$ cat config.mk
export PLATFORM = sky130hd
export DESIGN_NAME = windowed_min_max_average_top
export DESIGN_NICKNAME = d
export VERILOG_FILES = /design/src/rtl/core/wmma_pkg.sv /design/src/rtl/core/wmma_div.sv /design/src/rtl/core/windowed_min_max_average_top.sv
export SDC_FILE = /design/constraint.sdc
export NUM_CORES = 1
export LEC_CHECK = 0
export BUFFER_PORTS_ARGS = -buffer_cell sky130_fd_sc_hd__buf_2
export CORE_ASPECT_RATIO = 0.7
export CORE_UTILIZATION = 55
export DETAILED_ROUTE_END_ITERATION = 7
export PLACE_DENSITY = 0.77
export SYNTH_ARGS = -nofsm -noshare
export SYNTH_HDL_FRONTEND = slang
export SYNTH_SLANG_ARGS = --single-unit
$ cat constraint.sdc
create_clock -name clk_i -period 4.3 [get_ports clk_i]
set_input_delay 0.43 -clock clk_i [delete_from_list [all_inputs] [get_ports clk_i]]
set_output_delay 0.43 -clock clk_i [all_outputs]
set_load 0.05 [all_outputs]
$ cat src/rtl/core/wmma_pkg.sv
package wmma_pkg;

  // widths of the stream fields and the window register
  localparam int unsigned SampleFieldW = 32;
  localparam int unsigned ResultFieldW = 32;
  localparam int unsigned WinLenW      = 16;
  localparam logic [WinLenW-1:0] WinLenReset = 16'd100;

  // status of the serial divider as seen by the controller
  typedef struct packed {
    logic busy;
    logic done;
  } div_status_t;

endpackage

$ cat src/rtl/core/wmma_div.sv
module wmma_div import wmma_pkg::*; #(
  parameter int unsigned DividendW = 48,
  parameter int unsigned DivisorW  = 16
) (
  input  logic                 clk_i,
  input  logic                 rst_ni,
  input  logic                 start_i,
  input  logic [DividendW-1:0] dividend_i,
  input  logic [DivisorW-1:0]  divisor_i,
  output div_status_t          status_o,
  output logic [DividendW-1:0] quotient_o
);

  localparam int unsigned CntW = $clog2(DividendW + 1);

  logic [DividendW-1:0] dvd_q, dvd_d;
  logic [DivisorW-1:0]  dvs_q;
  logic [DivisorW:0]    rem_q, rem_d;
  logic [DivisorW:0]    rem_sh;
  logic [DivisorW:0]    diff;
  logic                 qbit;
  logic [CntW-1:0]      cnt_q;
  logic                 busy_q;
  logic                 done_q;

  // one quotient bit per cycle, restoring form
  always_comb begin
    rem_sh = {rem_q[DivisorW-1:0], dvd_q[DividendW-1]};
    diff   = rem_sh - {1'b0, dvs_q};
    qbit   = (rem_sh >= {1'b0, dvs_q});
    rem_d  = qbit ? diff : rem_sh;
    dvd_d  = {dvd_q[DividendW-2:0], qbit};
  end

  always_ff @(posedge clk_i or negedge rst_ni) begin
    if (!rst_ni) begin
      dvd_q  <= '0;
      dvs_q  <= '0;
      rem_q  <= '0;
      cnt_q  <= '0;
      busy_q <= 1'b0;
      done_q <= 1'b0;
    end else begin
      done_q <= busy_q && (cnt_q == CntW'(1));
      if (start_i) begin
        dvd_q  <= dividend_i;
        dvs_q  <= divisor_i;
        rem_q  <= '0;
        cnt_q  <= CntW'(DividendW);
        busy_q <= 1'b1;
      end else if (busy_q) begin
        dvd_q <= dvd_d;
        rem_q <= rem_d;
        cnt_q <= cnt_q - CntW'(1);
        if (cnt_q == CntW'(1)) begin
          busy_q <= 1'b0;
        end
      end
    end
  end

  assign status_o.busy = busy_q;
  assign status_o.done = done_q;
  assign quotient_o    = dvd_q;

endmodule

$ cat src/rtl/core/windowed_min_max_average_top.sv
// Windowed min / max / mean statistics. Each sample transfer on the slave stream is folded
// into a running minimum, maximum, sum and count; when the count reaches window_length (a
// length of zero acts as one, and a count at its ceiling always closes) one result transfer
// carries the window minimum, maximum and truncated mean, and the statistics restart. All
// arithmetic is bit serial: the compares and the sum update walk one bit per cycle through
// rotating registers, and no new sample is taken until the last one is through. A
// window-closing sample then runs the restoring divider, one quotient bit per cycle over
// the sum width, and its result waits in the hold state until the output register is free.
// A finished result sits in the output register, so the next sample is taken while it
// waits.
module windowed_min_max_average_top import wmma_pkg::*; #(
  parameter int unsigned SAMPLE_WIDTH = 32,
  parameter int unsigned COUNT_WIDTH  = 16
) (
  input  logic                      clk_i,
  input  logic                      rst_ni,
  // window_length register write channel
  input  logic                      cfg_valid_i,
  output logic                      cfg_ready_o,
  input  logic [WinLenW-1:0]        cfg_data_i,      // window_length
  // sample stream
  input  logic                      s_axis_tvalid_i,
  output logic                      s_axis_tready_o,
  input  logic [SampleFieldW-1:0]   s_axis_tdata_i,  // sample
  // result stream
  output logic                      m_axis_tvalid_o,
  input  logic                      m_axis_tready_i,
  output logic [3*ResultFieldW-1:0] m_axis_tdata_o   // window_min, window_max, window_avg
);

  localparam int unsigned SumW  = SAMPLE_WIDTH + COUNT_WIDTH;
  localparam int unsigned BitW  = $clog2(SumW);
  localparam int unsigned CmpW  = (COUNT_WIDTH > WinLenW) ? COUNT_WIDTH : WinLenW;
  localparam logic [COUNT_WIDTH-1:0] CountMax = {COUNT_WIDTH{1'b1}};

  typedef enum logic [1:0] {
    S_IDLE,
    S_ACC,
    S_DIV,
    S_HOLD
  } state_e;

  state_e                   state_q;
  logic [WinLenW-1:0]       win_len_q;
  logic [SAMPLE_WIDTH-1:0]  sample_q;
  logic [SAMPLE_WIDTH-1:0]  min_q, max_q;
  logic [SumW-1:0]          sum_q, sum_d;
  logic [COUNT_WIDTH-1:0]   count_q;
  logic [BitW-1:0]          bit_q;
  logic                     carry_q, carry_d;
  logic                     lt_q, gt_q;
  logic [SAMPLE_WIDTH-1:0]  pend_min_q, pend_max_q;
  logic                     out_valid_q;
  logic [3*ResultFieldW-1:0] out_data_q;

  logic                     in_word;      // bit position still inside the sample
  logic                     last_bit;
  logic                     s_bit;
  logic                     sum_bit;
  logic [SAMPLE_WIDTH-1:0]  min_fin, max_fin;
  logic [COUNT_WIDTH-1:0]   count_inc;
  logic [CmpW-1:0]          win_eff;
  logic                     closes;
  logic                     div_start;
  logic                     out_load;
  div_status_t              div_stat;
  logic [SumW-1:0]          quotient;

  // serial datapath: sample bits lsb first, zeros once past the sample width
  always_comb begin
    in_word  = (bit_q < BitW'(SAMPLE_WIDTH));
    last_bit = (bit_q == BitW'(SumW - 1));
    s_bit    = in_word & sample_q[0];
    sum_bit  = s_bit ^ sum_q[0] ^ carry_q;
    carry_d  = (s_bit & sum_q[0]) | (s_bit & carry_q) | (sum_q[0] & carry_q);
    sum_d    = {sum_bit, sum_q[SumW-1:1]};
    min_fin  = lt_q ? sample_q : min_q;
    max_fin  = gt_q ? sample_q : max_q;
  end

  // window close decision, evaluated on the last serial bit
  always_comb begin
    count_inc = (count_q == CountMax) ? count_q : count_q + COUNT_WIDTH'(1);
    win_eff   = (win_len_q == '0) ? CmpW'(1) : CmpW'(win_len_q);
    closes    = (CmpW'(count_inc) >= win_eff) || (count_inc == CountMax);
    div_start = (state_q == S_ACC) && last_bit && closes;
    out_load  = (state_q == S_HOLD) && (!out_valid_q || m_axis_tready_i);
  end

  wmma_div #(
    .DividendW (SumW),
    .DivisorW  (COUNT_WIDTH)
  ) u_div (
    .clk_i      (clk_i),
    .rst_ni     (rst_ni),
    .start_i    (div_start),
    .dividend_i (sum_d),
    .divisor_i  (count_inc),
    .status_o   (div_stat),
    .quotient_o (quotient)
  );

  always_ff @(posedge clk_i or negedge rst_ni) begin
    if (!rst_ni) begin
      state_q     <= S_IDLE;
      win_len_q   <= WinLenReset;
      sample_q    <= '0;
      min_q       <= '1;
      max_q       <= '0;
      sum_q       <= '0;
      count_q     <= '0;
      bit_q       <= '0;
      carry_q     <= 1'b0;
      lt_q        <= 1'b0;
      gt_q        <= 1'b0;
      pend_min_q  <= '0;
      pend_max_q  <= '0;
      out_valid_q <= 1'b0;
      out_data_q  <= '0;
    end else begin
      if (cfg_valid_i) begin
        win_len_q <= cfg_data_i;
      end

      // result register: drained by the sink, refilled from the hold state
      if (out_load) begin
        out_valid_q <= 1'b1;
        out_data_q  <= {ResultFieldW'(quotient[SAMPLE_WIDTH-1:0]),
                        ResultFieldW'(pend_max_q),
                        ResultFieldW'(pend_min_q)};
      end else if (m_axis_tready_i) begin
        out_valid_q <= 1'b0;
      end

      unique case (state_q)
        S_IDLE: begin
          if (s_axis_tvalid_i) begin
            sample_q <= s_axis_tdata_i[SAMPLE_WIDTH-1:0];
            bit_q    <= '0;
            carry_q  <= 1'b0;
            lt_q     <= 1'b0;
            gt_q     <= 1'b0;
            state_q  <= S_ACC;
          end
        end
        S_ACC: begin
          carry_q <= carry_d;
          bit_q   <= bit_q + BitW'(1);
          if (!last_bit) begin
            sum_q <= sum_d;
          end
          if (in_word) begin
            // lsb-first compare: the highest differing bit decides
            if (sample_q[0] != min_q[0]) begin
              lt_q <= min_q[0];
            end
            if (sample_q[0] != max_q[0]) begin
              gt_q <= sample_q[0];
            end
            sample_q <= {sample_q[0], sample_q[SAMPLE_WIDTH-1:1]};
            min_q    <= {min_q[0], min_q[SAMPLE_WIDTH-1:1]};
            max_q    <= {max_q[0], max_q[SAMPLE_WIDTH-1:1]};
          end
          if (last_bit) begin
            if (closes) begin
              pend_min_q <= min_fin;
              pend_max_q <= max_fin;
              min_q      <= '1;
              max_q      <= '0;
              sum_q      <= '0;
              count_q    <= '0;
              state_q    <= S_DIV;
            end else begin
              min_q   <= min_fin;
              max_q   <= max_fin;
              sum_q   <= sum_d;
              count_q <= count_inc;
              state_q <= S_IDLE;
            end
          end
        end
        S_DIV: begin
          if (div_stat.done) begin
            state_q <= S_HOLD;
          end
        end
        S_HOLD: begin
          if (out_load) begin
            state_q <= S_IDLE;
          end
        end
        default: begin
          state_q <= S_IDLE;
        end
      endcase
    end
  end

  assign cfg_ready_o     = 1'b1;
  assign s_axis_tready_o = (state_q == S_IDLE);
  assign m_axis_tvalid_o = out_valid_q;
  assign m_axis_tdata_o  = out_data_q;

  // no sample is taken while the divider works on a closed window
  assert property (@(posedge clk_i) disable iff (!rst_ni)
    div_stat.busy |-> !s_axis_tready_o)
    else $error("sample accepted during division");

  // a division is never restarted before it finishes
  assert property (@(posedge clk_i) disable iff (!rst_ni)
    div_start |-> !div_stat.busy)
    else $error("divider restarted while busy");

  // a new result only ever comes out of the hold state
  assert property (@(posedge clk_i) disable iff (!rst_ni)
    $rose(m_axis_tvalid_o) |-> $past(state_q == S_HOLD))
    else $error("result raised outside hold state");

  // the divider completion is only seen while waiting for it
  assert property (@(posedge clk_i) disable iff (!rst_ni)
    div_stat.done |-> state_q == S_DIV)
    else $error("division finished outside divide state");

endmodule

==> impl_metrics.ini <==
[run_status]
status = finished with violations
violations = negative hold slack

[cells_and_area]
fin_area_um2 = 23580
fin_cells = 2411
fin_util_pct = 64.99
num_antenna_cells = 0
drive_gt1_share_pct = 33.56
nets = 1987
area_growth_pct = 15.21

[timing]
skew_ps = 16.80
post-route-worst-setup-slack_ps = 203.8
slew_headroom_pct = 13.52
post-route-period-util_pct = 95.26
final.min_clock_period_ps = 4096
tightest_slew_ps = 1296
whs_ps = -70.54
drv_slew = 0
hold_viol_final = 15
setup_viol = 0
max_freq_ghz = 0.2441

[clock_network]
cts_buffer_depth = 3
cts.sink_count = 436
h-tree-depth = 2
cts_tree = yes
cts_hold_buffers = 0
clock_latency_ps = 560
cts.clk_slew.worst_paths_ps = 70
root_buffer = clkbuf_16
cts_buffers = 42

[placement]
port_buffers = 150
dpl_cell_area_um2 = 21960
placed_cells = 2326
place_worst_setup_slack_ps = 99.03
routabilityCongestion = 0.9248
dp.final_hpwl_mm = 29.93

[route]
wirelength_mm = 47.37
drt-initial-drc-count = 1359
route.detailed.drc = 0
ant_nets = 0
vias = 14320
vias_per_cell = 5.941
post_drt_wl_per_cell_um = 19.65
first_pass_iters = 5

[synth]
synth_cell_types = 59
yosysMostFrequentCell = dfrtp_1
async_flop_share_pct = 100.0
synth_warnings = 0
netlist.top_cell.by_area = dfrtp_1
synth_fp_nets = 1850
ys_ff_latch = 436
syn_area_per_cell_um2 = 11.62
synthTopCellsByArea = dfrtp_1 49%, mux2_2 15%, dfstp_2 4.5%
synth_top_area_share_pct = 49.03
synthCells = 1761
synth-main-ff-cell = dfrtp_1
synth-edff-count = 0
synth_area_um2 = 20470
ys_top_cells_by_count = 401 x dfrtp_1, 276 x mux2_2, 237 x nand2_1, 84 x o21ai_0, 75 x clkbuf_1
seq_area_frac_synth_pct = 53.52

[worst_hold_path]
hold_path_class = in -> async

[floorplan]
io_pins = 152
die_w_um = 232.6
design.core.area_um2 = 36280
rows = 58
die_area_um2 = 38000
start_util_pct = 56.41
die_h_um = 163.4

[worst_setup_path]
cp.required_ps = 4780
critical_path_class = reg -> reg
reg2reg_slack_ps = 200
endpoint_kind = register
arrival_ps = 4580
crit_fanout = 8
start_kind = register

[grt]
overflow = 0
grt_pass1_vias = 14330
grt_usage_pct = 25.04
grt_pass1_wl_mm = 76.62
antenna_found_initial = 1
grt_max_degree = 126

[power_and_ir_drop]
powerDensity_nw_per_um2 = 509.3
finalPower_mw = 12.01
peakVddDrop_mv = 0.4832
leakage_nw = 11.54

[flow_run]
drv_cap = 0
## through the flow
stage               hold WS (ps)  setup TNS (ps)
detailed placement         468.4               0
CTS                        30.38               0
finish                    -70.54               0
global placement           468.5               0
floorplan                  134.4               0
global route               62.94          -326.1
## worst paths after layout
check,start,endpoint,depth (start not counted)
hold reg to reg,pend_min_q[6],pend_min_q[6],1
setup / recovery,count_q[0],min_q[30],18
setup reg to reg,count_q[0],min_q[30],18
min in group clk_i,cfg_data_i[8],win_len_q[8],3
max in group asynchronous,rst_ni,min_q[22],2
hold / removal,rst_ni,win_len_q[0],1
## worst max-delay path: stages, from the launching register on
cell       delay [ps]
dfrtp_1           400
buf_4             160
nand3_1           120
or3_4             370
buf_4             180
nor3b_2           180
xnor2_1           160
buf_4             180
ha_1              260
a21oi_2           190
o21ai_0           100
a211o_1           350
a31oi_4           210
buf_12            140
buf_4             140
nand4_1           170
buf_4             270
clkbuf_16         170
o221a_2           250
## power breakdown
group / internal, mW / total, mW / leakage, nW / switching [mW]
clock: 2.20 / 3.80 / 0.690 / 1.60
combinational: 1.30 / 2.62 / 5.18 / 1.32
sequential: 4.88 / 5.58 / 5.67 / 0.703
total: 8.38 / 12.0 / 11.5 / 3.63
## cells in the final DEF, fill, tap and decap left out, types with 18 or more instances in the layout
cell,n
nand3_1,24
dfrtp_1,395
a221o_1,32
buf_4,38
a211oi_1,18
a21oi_1,25
ha_1,33
or3_1,34
and2_1,34
a31oi_1,40
mux2_2,276
clkbuf_16,45
inv_1,45
mux2_1,60
mux2i_1,20
o221a_2,31
nor2_1,71
dfstp_2,35
nand2_1,235
buf_12,18
buf_2,149
o21ai_0,84
## per-layer routing
layer | wire length [um] | up-vias | global-route usage, %
met1 | 22350 | 7287 | 38.05
li1 | - | 6557 | -
met2 | 21430 | 411 | 37.54
met5 | 0 | - | 0
met3 | 2775 | 68 | 3.736
met4 | 813 | 0 | 6.506
## sequential cells by signal, indices dropped and copies added, names as in the netlist, 6 cells and up, named ones only
register,cells
bit_q,6
count_q,16
m_axis_tdata_o,96
max_q,32
min_q,32
pend_max_q,32
pend_min_q,32
sample_q,32
sum_q,48
u_div.cnt_q,6
u_div.dvs_q,16
u_div.quotient_o,48
u_div.rem_q,16
win_len_q,16
## area by class of cell
type                            count  area (um^2)
Clock inverter                     16        207.7
Multi-Input combinational cell   1164         8967
Sequential cell                   436        10960
Tap cell                          480        600.6
Inverter                           45        168.9
Clock buffer                       61         1204
Timing Repair Buffer              209         1468
Fill cell                        2746        12700
## kinds of logic after synthesis
family / after synthesis / synth area share (%)
AOI/OAI and AO/OA: 280 / 9.836
and+or+nand+nor: 463 / 10.24
other: 1 / 0.01832
xor gates and xnor gates: 26 / 1.113
muxes: 357 / 19.57
DFF: 436 / 53.52
buffers and inverters: 162 / 3.423
adders and majority gates: 36 / 2.274
## repair_timing
| action | CTS | global route |
|---|---|---|
| resized for setup | 0 | 20 |
| buffers inserted | 0 | 4 |
| setup endpoints to repair | 0 | 241 |
No activity file was read; power rests on OpenSTA's default activity.
